<file path="src/rtl/lfsm_pkg.sv">
package lfsm_pkg;

    localparam int SLOT_COUNT_DEF = 3;

    localparam int REQ_W     = 2;
    localparam int HANDLE_W  = 32;
    localparam int SLOT_IN_W = 4;
    localparam int STATUS_W  = 3;
    localparam int SEQ_W     = 32;
    localparam int DROP_W    = 32;
    localparam int FAIL_W    = 8;

    localparam int APB_AW = 2;
    localparam int APB_DW = 32;

    localparam logic [FAIL_W-1:0] MAX_FAIL_RESET = 8'd30;
    localparam logic [APB_AW-1:0] ADDR_MAX_FAILURES = 2'd0;

    typedef enum logic [REQ_W-1:0] {
        REQ_PUBLISH = 2'd0,
        REQ_FAILURE = 2'd1,
        REQ_ACQUIRE = 2'd2,
        REQ_RELEASE = 2'd3
    } req_t;

    typedef enum logic [STATUS_W-1:0] {
        ST_OK       = 3'd0,
        ST_NO_NEW   = 3'd1,
        ST_FATAL    = 3'd2,
        ST_NO_SLOT  = 3'd3,
        ST_BAD_SLOT = 3'd4,
        ST_IGNORED  = 3'd5
    } status_t;

    // Commands from the controller to the datapath.
    typedef struct packed {
        logic load;
        logic exec;
    } cmd_t;

endpackage

</file>
<file path="src/rtl/lfsm_cfg.sv">
module lfsm_cfg
    import lfsm_pkg::*;
(
    input  logic              clk,
    input  logic              rst_n,
    input  logic              psel,
    input  logic              penable,
    input  logic              pwrite,
    input  logic [APB_AW-1:0] paddr,
    input  logic [APB_DW-1:0] pwdata,
    output logic [APB_DW-1:0] prdata,
    output logic              pready,
    output logic [FAIL_W-1:0] max_failures
);

    logic [FAIL_W-1:0] max_fail_reg;
    logic [FAIL_W-1:0] max_fail_next;
    logic              wr_en;

    assign pready = 1'b1;
    assign wr_en  = psel && penable && pwrite && (paddr == ADDR_MAX_FAILURES);

    always_comb
    begin
        max_fail_next = max_fail_reg;
        if (wr_en)
        begin
            max_fail_next = pwdata[FAIL_W-1:0];
        end
    end

    always_ff @(posedge clk or negedge rst_n)
    begin
        if (!rst_n)
        begin
            max_fail_reg <= MAX_FAIL_RESET;
        end
        else
        begin
            max_fail_reg <= max_fail_next;
        end
    end

    assign prdata       = (paddr == ADDR_MAX_FAILURES) ?
                          {{(APB_DW-FAIL_W){1'b0}}, max_fail_reg} : '0;
    assign max_failures = max_fail_reg;

endmodule

</file>
<file path="src/rtl/lfsm_ctrl.sv">
module lfsm_ctrl
    import lfsm_pkg::*;
(
    input  logic clk,
    input  logic rst_n,
    input  logic in_valid,
    output logic in_ready,
    output logic out_valid,
    input  logic out_ready,
    output cmd_t cmd
);

    typedef enum logic [1:0] {
        S_IDLE = 2'b01,
        S_EXEC = 2'b10
    } ctrl_state_t;

    ctrl_state_t state_reg;
    ctrl_state_t state_next;
    logic        out_valid_reg;
    logic        out_valid_next;

    assign in_ready = (state_reg == S_IDLE);
    assign cmd.load = in_valid && in_ready;
    // Commit only when the output register is empty or being drained.
    assign cmd.exec = (state_reg == S_EXEC) && (!out_valid_reg || out_ready);

    always_comb
    begin
        state_next = state_reg;
        unique case (state_reg)
            S_IDLE:
            begin
                if (cmd.load)
                begin
                    state_next = S_EXEC;
                end
            end
            S_EXEC:
            begin
                if (cmd.exec)
                begin
                    state_next = S_IDLE;
                end
            end
            default:
            begin
                state_next = S_IDLE;
            end
        endcase
    end

    always_comb
    begin
        out_valid_next = out_valid_reg;
        priority if (cmd.exec)
        begin
            out_valid_next = 1'b1;
        end
        else if (out_ready)
        begin
            out_valid_next = 1'b0;
        end
    end

    always_ff @(posedge clk or negedge rst_n)
    begin
        if (!rst_n)
        begin
            state_reg     <= S_IDLE;
            out_valid_reg <= 1'b0;
        end
        else
        begin
            state_reg     <= state_next;
            out_valid_reg <= out_valid_next;
        end
    end

    assign out_valid = out_valid_reg;

endmodule

</file>
<file path="src/rtl/lfsm_dp.sv">
module lfsm_dp
    import lfsm_pkg::*;
#(
    parameter int SLOT_COUNT = SLOT_COUNT_DEF
)
(
    input  logic                 clk,
    input  logic                 rst_n,
    input  cmd_t                 cmd,
    input  logic [FAIL_W-1:0]    max_failures,
    input  logic [REQ_W-1:0]     req_type,
    input  logic [HANDLE_W-1:0]  frame_handle,
    input  logic [SLOT_IN_W-1:0] slot_in,
    output logic [STATUS_W-1:0]  status,
    output logic [SLOT_IN_W-1:0] slot_out,
    output logic [HANDLE_W-1:0]  handle_out,
    output logic [SEQ_W-1:0]     frame_seq,
    output logic [DROP_W-1:0]    dropped_total,
    output logic                 fatal
);

    localparam int IDX_W = (SLOT_COUNT > 1) ? $clog2(SLOT_COUNT) : 1;
    localparam int CNT_W = $clog2(SLOT_COUNT + 1);

    // Captured item
    req_t                 req_reg;
    logic [HANDLE_W-1:0]  handle_reg;
    logic [SLOT_IN_W-1:0] rel_reg;

    // Slot state
    logic [SLOT_COUNT-1:0] busy_reg,  busy_next;
    logic [SLOT_COUNT-1:0] full_reg,  full_next;
    logic [SEQ_W-1:0]      slot_seq_reg [SLOT_COUNT];
    logic [HANDLE_W-1:0]   slot_hdl_reg [SLOT_COUNT];
    logic                  slot_wr;
    logic                  newest_valid_reg, newest_valid_next;
    logic [IDX_W-1:0]      newest_reg, newest_next;
    logic [SEQ_W-1:0]      next_seq_reg, next_seq_next;
    logic [SEQ_W-1:0]      taken_seq_reg, taken_seq_next;
    logic [DROP_W-1:0]     drop_reg, drop_next;
    logic [FAIL_W-1:0]     fail_run_reg, fail_run_next;
    logic                  fatal_reg, fatal_next;

    // Result register
    status_t              status_reg, status_next;
    logic [SLOT_IN_W-1:0] slot_out_reg, slot_out_next;
    logic [HANDLE_W-1:0]  hout_reg, hout_next;
    logic [SEQ_W-1:0]     seq_out_reg, seq_out_next;

    // Slot selection
    logic [SLOT_COUNT-1:0] free_vec;
    logic [SLOT_COUNT-1:0] unbusy_vec;
    logic [IDX_W-1:0]      free_idx;
    logic [IDX_W-1:0]      unbusy_idx;
    logic [IDX_W-1:0]      pick_idx;
    logic                  pick_ok;
    logic                  pick_drop;
    logic [IDX_W-1:0]      keep_idx;
    logic [SLOT_COUNT-1:0] disc_vec;
    logic [CNT_W-1:0]      disc_cnt;
    logic [CNT_W:0]        drop_add;
    logic [DROP_W:0]       drop_sum;
    logic                  acq_ok;
    logic [FAIL_W-1:0]     fail_inc;
    logic                  rel_ok;

    assign free_vec   = ~busy_reg & ~full_reg;
    assign unbusy_vec = ~busy_reg;

    // Lowest set index of each candidate vector
    always_comb
    begin
        free_idx   = '0;
        unbusy_idx = '0;
        for (int i = SLOT_COUNT - 1; i >= 0; i--)
        begin
            if (free_vec[i])
            begin
                free_idx = IDX_W'(i);
            end
            if (unbusy_vec[i])
            begin
                unbusy_idx = IDX_W'(i);
            end
        end
    end

    // Free slot first, then the unclaimed newest, then any unclaimed slot.
    always_comb
    begin
        pick_idx  = '0;
        pick_ok   = 1'b1;
        pick_drop = 1'b0;
        priority if (|free_vec)
        begin
            pick_idx = free_idx;
        end
        else if (newest_valid_reg && !busy_reg[newest_reg])
        begin
            pick_idx  = newest_reg;
            pick_drop = 1'b1;
        end
        else if (|unbusy_vec)
        begin
            pick_idx  = unbusy_idx;
            pick_drop = 1'b1;
        end
        else
        begin
            pick_ok   = 1'b0;
            pick_drop = 1'b1;
        end
    end

    assign keep_idx = (req_reg == REQ_PUBLISH) ? pick_idx : newest_reg;
    assign disc_vec = ~busy_reg & full_reg & ~(SLOT_COUNT'(1) << keep_idx);

    always_comb
    begin
        disc_cnt = '0;
        for (int i = 0; i < SLOT_COUNT; i++)
        begin
            disc_cnt = disc_cnt + CNT_W'(disc_vec[i]);
        end
    end

    assign acq_ok = newest_valid_reg && full_reg[newest_reg] &&
                    (slot_seq_reg[newest_reg] != taken_seq_reg);
    assign fail_inc = (fail_run_reg == '1) ? fail_run_reg : fail_run_reg + 1'b1;
    assign rel_ok   = ({1'b0, rel_reg} < (SLOT_IN_W + 1)'(SLOT_COUNT));

    always_comb
    begin
        drop_add = '0;
        unique case (req_reg)
            REQ_PUBLISH:
            begin
                if (!fatal_reg)
                begin
                    drop_add = (CNT_W + 1)'(pick_drop) +
                               (CNT_W + 1)'(pick_ok ? disc_cnt : '0);
                end
            end
            REQ_ACQUIRE:
            begin
                if (!fatal_reg && acq_ok)
                begin
                    drop_add = (CNT_W + 1)'(disc_cnt);
                end
            end
            default:
            begin
                drop_add = '0;
            end
        endcase
    end

    // Saturate at all ones
    assign drop_sum = {1'b0, drop_reg} + (DROP_W + 1)'(drop_add);

    always_comb
    begin
        busy_next         = busy_reg;
        full_next         = full_reg;
        slot_wr           = 1'b0;
        newest_valid_next = newest_valid_reg;
        newest_next       = newest_reg;
        next_seq_next     = next_seq_reg;
        taken_seq_next    = taken_seq_reg;
        drop_next         = drop_reg;
        fail_run_next     = fail_run_reg;
        fatal_next        = fatal_reg;
        status_next       = status_reg;
        slot_out_next     = slot_out_reg;
        hout_next         = hout_reg;
        seq_out_next      = seq_out_reg;

        if (cmd.exec)
        begin
            status_next   = ST_OK;
            slot_out_next = '0;
            hout_next     = '0;
            seq_out_next  = '0;
            drop_next     = drop_sum[DROP_W] ? '1 : drop_sum[DROP_W-1:0];
            unique case (req_reg)
                REQ_PUBLISH:
                begin
                    if (fatal_reg)
                    begin
                        status_next = ST_IGNORED;
                    end
                    else
                    begin
                        fail_run_next = '0;
                        if (pick_ok)
                        begin
                            slot_wr           = 1'b1;
                            next_seq_next     = next_seq_reg + 1'b1;
                            full_next         = (full_reg & ~disc_vec) |
                                                (SLOT_COUNT'(1) << pick_idx);
                            newest_valid_next = 1'b1;
                            newest_next       = pick_idx;
                            slot_out_next     = SLOT_IN_W'(pick_idx);
                            seq_out_next      = next_seq_reg;
                        end
                        else
                        begin
                            status_next = ST_NO_SLOT;
                        end
                    end
                end
                REQ_FAILURE:
                begin
                    if (fatal_reg)
                    begin
                        status_next = ST_IGNORED;
                    end
                    else
                    begin
                        fail_run_next = fail_inc;
                        if (fail_inc >= max_failures)
                        begin
                            fatal_next  = 1'b1;
                            status_next = ST_FATAL;
                        end
                    end
                end
                REQ_ACQUIRE:
                begin
                    priority if (fatal_reg)
                    begin
                        status_next = ST_FATAL;
                    end
                    else if (!acq_ok)
                    begin
                        status_next = ST_NO_NEW;
                    end
                    else
                    begin
                        full_next             = full_reg & ~disc_vec;
                        full_next[newest_reg] = 1'b0;
                        busy_next[newest_reg] = 1'b1;
                        taken_seq_next        = slot_seq_reg[newest_reg];
                        newest_valid_next     = 1'b0;
                        slot_out_next         = SLOT_IN_W'(newest_reg);
                        hout_next             = slot_hdl_reg[newest_reg];
                        seq_out_next          = slot_seq_reg[newest_reg];
                    end
                end
                REQ_RELEASE:
                begin
                    if (rel_ok)
                    begin
                        busy_next[rel_reg[IDX_W-1:0]] = 1'b0;
                    end
                    else
                    begin
                        status_next = ST_BAD_SLOT;
                    end
                end
                default:
                begin
                    status_next = ST_OK;
                end
            endcase
        end
    end

    always_ff @(posedge clk)
    begin
        if (cmd.load)
        begin
            req_reg    <= req_t'(req_type);
            handle_reg <= frame_handle;
            rel_reg    <= slot_in;
        end
        if (slot_wr)
        begin
            slot_hdl_reg[pick_idx] <= handle_reg;
            slot_seq_reg[pick_idx] <= next_seq_reg;
        end
        status_reg   <= status_next;
        slot_out_reg <= slot_out_next;
        hout_reg     <= hout_next;
        seq_out_reg  <= seq_out_next;
    end

    always_ff @(posedge clk or negedge rst_n)
    begin
        if (!rst_n)
        begin
            busy_reg         <= '0;
            full_reg         <= '0;
            newest_valid_reg <= 1'b0;
            newest_reg       <= '0;
            next_seq_reg     <= SEQ_W'(1);
            taken_seq_reg    <= '0;
            drop_reg         <= '0;
            fail_run_reg     <= '0;
            fatal_reg        <= 1'b0;
        end
        else
        begin
            busy_reg         <= busy_next;
            full_reg         <= full_next;
            newest_valid_reg <= newest_valid_next;
            newest_reg       <= newest_next;
            next_seq_reg     <= next_seq_next;
            taken_seq_reg    <= taken_seq_next;
            drop_reg         <= drop_next;
            fail_run_reg     <= fail_run_next;
            fatal_reg        <= fatal_next;
        end
    end

    assign status        = status_reg;
    assign slot_out      = slot_out_reg;
    assign handle_out    = hout_reg;
    assign frame_seq     = seq_out_reg;
    assign dropped_total = drop_reg;
    assign fatal         = fatal_reg;

endmodule

</file>
<file path="src/rtl/latest_frame_slot_manager_unit.sv">
// Latest-frame mailbox over SLOT_COUNT frame slots. Each request (publish,
// capture failure, acquire latest, release slot) yields exactly one result.
// A request is first captured from the transfer, then a decision step does the
// slot selection, drop count and state update and writes the result to the
// output register. The next request is taken while that result waits; a
// request stalls in its decision step only while the output register still
// holds an untaken result. max_failures sits at byte 0 of the APB port and
// resets to 30.
module latest_frame_slot_manager_unit
    import lfsm_pkg::*;
#(
    parameter int SLOT_COUNT = SLOT_COUNT_DEF
)
(
    input  logic                 clk,
    input  logic                 rst_n,
    input  logic                 in_valid,
    output logic                 in_ready,
    input  logic [REQ_W-1:0]     req_type,
    input  logic [HANDLE_W-1:0]  frame_handle,
    input  logic [SLOT_IN_W-1:0] slot_in,
    output logic                 out_valid,
    input  logic                 out_ready,
    output logic [STATUS_W-1:0]  status,
    output logic [SLOT_IN_W-1:0] slot_out,
    output logic [HANDLE_W-1:0]  handle_out,
    output logic [SEQ_W-1:0]     frame_seq,
    output logic [DROP_W-1:0]    dropped_total,
    output logic                 fatal,
    input  logic                 psel,
    input  logic                 penable,
    input  logic                 pwrite,
    input  logic [APB_AW-1:0]    paddr,
    input  logic [APB_DW-1:0]    pwdata,
    output logic [APB_DW-1:0]    prdata,
    output logic                 pready
);

    cmd_t              cmd;
    logic [FAIL_W-1:0] max_failures;

    lfsm_cfg u_cfg (
        .clk          (clk),
        .rst_n        (rst_n),
        .psel         (psel),
        .penable      (penable),
        .pwrite       (pwrite),
        .paddr        (paddr),
        .pwdata       (pwdata),
        .prdata       (prdata),
        .pready       (pready),
        .max_failures (max_failures)
    );

    lfsm_ctrl u_ctrl (
        .clk       (clk),
        .rst_n     (rst_n),
        .in_valid  (in_valid),
        .in_ready  (in_ready),
        .out_valid (out_valid),
        .out_ready (out_ready),
        .cmd       (cmd)
    );

    lfsm_dp #(
        .SLOT_COUNT (SLOT_COUNT)
    ) u_dp (
        .clk           (clk),
        .rst_n         (rst_n),
        .cmd           (cmd),
        .max_failures  (max_failures),
        .req_type      (req_type),
        .frame_handle  (frame_handle),
        .slot_in       (slot_in),
        .status        (status),
        .slot_out      (slot_out),
        .handle_out    (handle_out),
        .frame_seq     (frame_seq),
        .dropped_total (dropped_total),
        .fatal         (fatal)
    );

endmodule

</file>
<file path="config.mk">
export PLATFORM = sky130hd
export DESIGN_NAME = latest_frame_slot_manager_unit
export DESIGN_NICKNAME = d
export VERILOG_FILES = /design/src/rtl/lfsm_pkg.sv /design/src/rtl/lfsm_cfg.sv /design/src/rtl/lfsm_ctrl.sv /design/src/rtl/lfsm_dp.sv /design/src/rtl/latest_frame_slot_manager_unit.sv
export SDC_FILE = /design/constraint.sdc
export NUM_CORES = 1
export LEC_CHECK = 0
export BUFFER_PORTS_ARGS = -buffer_cell sky130_fd_sc_hd__buf_2
export CAP_MARGIN = 20
export CORE_MARGIN = 1
export CORE_UTILIZATION = 45
export CTS_BUF_LIST = sky130_fd_sc_hd__clkbuf_4
export DETAILED_ROUTE_END_ITERATION = 10
export PLACE_DENSITY = 0.6
export SYNTH_ARGS = -nofsm -noshare
export SYNTH_HDL_FRONTEND = slang
export SYNTH_SLANG_ARGS = --single-unit
export TNS_END_PERCENT = 1
</file>
<file path="constraint.sdc">
create_clock -name clk -period 16.6 [get_ports clk]
set_input_delay 0.83 -clock clk [delete_from_list [all_inputs] [get_ports clk]]
set_output_delay 0.83 -clock clk [all_outputs]
set_load 0.02 [all_outputs]
</file>
==> impl_metrics.json <==
{
  "critPathRequiredTime_ns": 17.23,
  "drive_gt1_share_pct": 24.6,
  "startpoint": "u_dp.newest_reg[0]",
  "initial_core_util_pct": 45.6,
  "dieWidth_microns": 203,
  "final-setup-viol-count": 0,
  "crit_path_max_incr_delay_ns": 0.81,
  "ys_top_cells_by_area": "edfxtp_1 50%, dfrtp_1 16%, mux2i_1 3.8%, nor2_1 2.1%, a22o_1 1.9%",
  "drc": 2,
  "fin_nets": 1649,
  "cts_hold_buf": 0,
  "violations": "design-rule violations",
  "avgSynthCellArea_sq_um": 13.7,
  "wire_per_inst_microns": 18.0,
  "cts_setup_buffers": 0,
  "rsz0062_at_grt": "no",
  "io_buffer_count": 166,
  "ys_seq_area_share_pct": 66.8,
  "clockBufferDepth": 3,
  "dieArea_sq_um": 41100,
  "regToRegStartpoint": "u_dp.newest_reg[0]",
  "worstMarginPinSlew_ns": 0.998,
  "vias_per_cell": 5.21,
  "grt_use_total_pct": 19.4,
  "hold_path.class": "input pin to asynchronous set/reset pin",
  "cts_max_level": 3,
  "cts_buffers": 107,
  "critPathKind": "flip-flop to flip-flop",
  "drtAntennaViolNets": 0,
  "synth_xor_area_share_pct": 2.46,
  "fin_ws_ns": 10.08,
  "ys_warn_count": 0,
  "r2r_end": "u_dp.dropped_total[21]",
  "synth-seq-cells": 424,
  "synth_edf_count": 299,
  "drt_wl_total_microns": 39000,
  "synth_mux_area_share_pct": 6.61,
  "ys_types": 63,
  "cts_root_buf": "clkbuf_4",
  "fill_cells": 3453,
  "maxCapViolations": 0,
  "fin_crit_ns": 6.52,
  "ys.flop_type": "edfxtp_1",
  "slowest_stage": "dfrtp_4",
  "path_depth": 16,
  "synthCells": 1327,
  "dr_total_vias": 11300,
  "drt-initial-drc-count": 523,
  "io_pins": 218,
  "synth_top_area_share_pct": 49.5,
  "critical-path-top-delay-family": "simple AND/OR/NAND/NOR gates",
  "async_reset_ff_share_pct": 29.5,
  "synth_top_family_by_area": "simple AND/OR/NAND/NOR gates",
  "hold_viol": 0,
  "synthSimpleGateAreaFrac_pct": 10.4,
  "clk_pin_slew_ns": 0.06,
  "endpoint": "u_dp.dropped_total[21]",
  "num_rows": 73,
  "cts_tree": "built",
  "p_leak_nw": 8.99,
  "r2r_cells": 16,
  "path_max_fanout": 43,
  "timing.final.max_slew_violations": 0,
  "ir_drop_mv": 0.0550,
  "antenna_found_initial": 3,
  "grt_overflow": 0,
  "core_area_sq_um": 39700,
  "hpwlAfterDp_microns": 23000,
  "worstPathArrival_ns": 7.16,
  "place_ws_ns": 10.06,
  "critPathLaunchType": "flip-flop",
  "dp_cells": 1969,
  "cts.sinks": 424,
  "fin_setup_tns_ns": 0,
  "outcome": "complete, but fails checks",
  "fin_cells": 2173,
  "syn_to_final_growth_pct": 14.6,
  "post-route-util_pct": 52.3,
  "endpoint_kind": "flip-flop",
  "synth_adder_area_share_pct": 1.26,
  "ctsResizeCount": 0,
  "r2r_setup_slack_ns": 10.08,
  "synth_compound_area_share_pct": 9.18,
  "yosysTopAreaCell": "edfxtp_1",
  "power.density_nw_per_um2": 104,
  "grt_max_degree": 113,
  "grt_pass1_vias": 11400,
  "synth_area_sq_um": 18100,
  "worstPathCellList": "buf_4, mux2i_1, a211oi_1, nand4b_1, nor4_2, a41oi_4, and2_2, a22o_1, ha_1, fa_1, and2_1, o21ai_0, or2_2, or4_1, nand2_1, mux2_2",
  "clock_latency_ns": 0.81,
  "skew_ns": 0.0710,
  "critPathBufInv": 1,
  "die_h_microns": 203,
  "finalCritPeriodShare_pct": 39.3,
  "synth.most_common_cell": "edfxtp_1",
  "slew_headroom_pct": 33.4,
  "max_freq_mhz": 153,
  "gp_congestion": 0.792,
  "drt_first_pass_iters": 7,
  "synth_top_cells_by_count": "299 x edfxtp_1, 119 x dfrtp_1, 103 x nor2_1",
  "grt_pass1_wl_microns": 61500
}
-- worst reg2reg max path: cells and delay by family (launching register included) --
kind / cells / cell delay [ns]
buffers and inverters: 1 / 0.81
adders and majority gates: 2 / 0.60
DFF: 1 / 0.81
AOI/OAI and AO/OA: 4 / 1.04
muxes: 2 / 0.67
and+or+nand+nor: 7 / 2.48
-- stage by stage --
step                total power, mW  hold WS (ns)  cell area (sq um)
floorplan                      1.25         0.440              18200
global placement               1.29         0.444              19300
detailed placement             1.29         0.455              19300
CTS                            2.20         0.103              20800
global route                   2.26         0.134              20800
finish                         2.16         0.135              20800
-- cells by family (layout without fill, tap and decap cells) --
| kind of cell | count (synthesis) | in the layout |
|---|---|---|
| XOR/XNOR | 51 | 51 |
| AO/OA/AOI/OAI | 241 | 241 |
| flip-flops | 424 | 424 |
| other | 2 | 28 |
| multiplexers | 114 | 114 |
| AND/OR/NAND/NOR | 371 | 371 |
| adder cells (fa/ha/maj) | 17 | 17 |
| buffers and inverters | 107 | 402 |
-- per-layer routing --
layer | vias up | routed length [microns] | track usage, %
li1 | 5459 | - | -
met1 | 5570 | 17200 | 24.6
met2 | 246 | 19500 | 32.5
met3 | 48 | 1800 | 4.46
met4 | 4 | 565 | 6.61
met5 | - | 20 | 0
-- where the power goes --
group          internal, mW  switching (mW)  total [mW]  leakage, nW
Combinational        0.0286          0.0605      0.0891         3.51
Sequential             1.16          0.0133        1.17         4.63
Clock                 0.475           0.421       0.896        0.852
-- layout by cell type, fill, tap and decap left out, types with 17 or more instances in the layout --
master      n
clkinv_1   24
nand2_1    89
mux2_1     26
buf_2     165
a22o_1     39
a21oi_1    51
xnor2_1    29
a211o_1    19
o211ai_1   32
mux2i_1    68
nor2b_1    41
nor3_1     17
o21ai_0    47
dfrtp_1   117
conb_1     27
mux2_2     20
xor2_1     22
nor2_1    102
clkbuf_4  166
nand3_1    32
edfxtp_1  299
-- layout make-up --
class                   instances  area (sq um)  area share [%]
flip-flops and latches        424         12100            58.3
multi-input cells             821          5550            26.7
diodes                          1          2.50          0.0120
well taps                     525           657            3.16
clock buffers                 166          1250            6.00
inverters                      18          68.8           0.331
repair buffers                181           946            4.55
clock inverters                37           198           0.951
-- how the worst min path moves through the flow --
stage                              startpoint  cells after the start                       end  slack (ns)
after floorplan            u_dp.handle_reg[0]                      0   u_dp.slot_hdl_reg[0][0]        0.44
after global placement    u_dp.handle_reg[18]                      0  u_dp.slot_hdl_reg[2][18]        0.44
after detailed placement  u_dp.handle_reg[17]                      0  u_dp.slot_hdl_reg[0][17]        0.45
after CTS                               rst_n                      1      u_dp.fail_run_reg[5]        0.10
after global routing         frame_handle[25]                      1       u_dp.handle_reg[25]        0.13
final                                   rst_n                      1       u_ctrl.state_reg[1]        0.14
No activity file was read; power rests on OpenSTA's default activity.
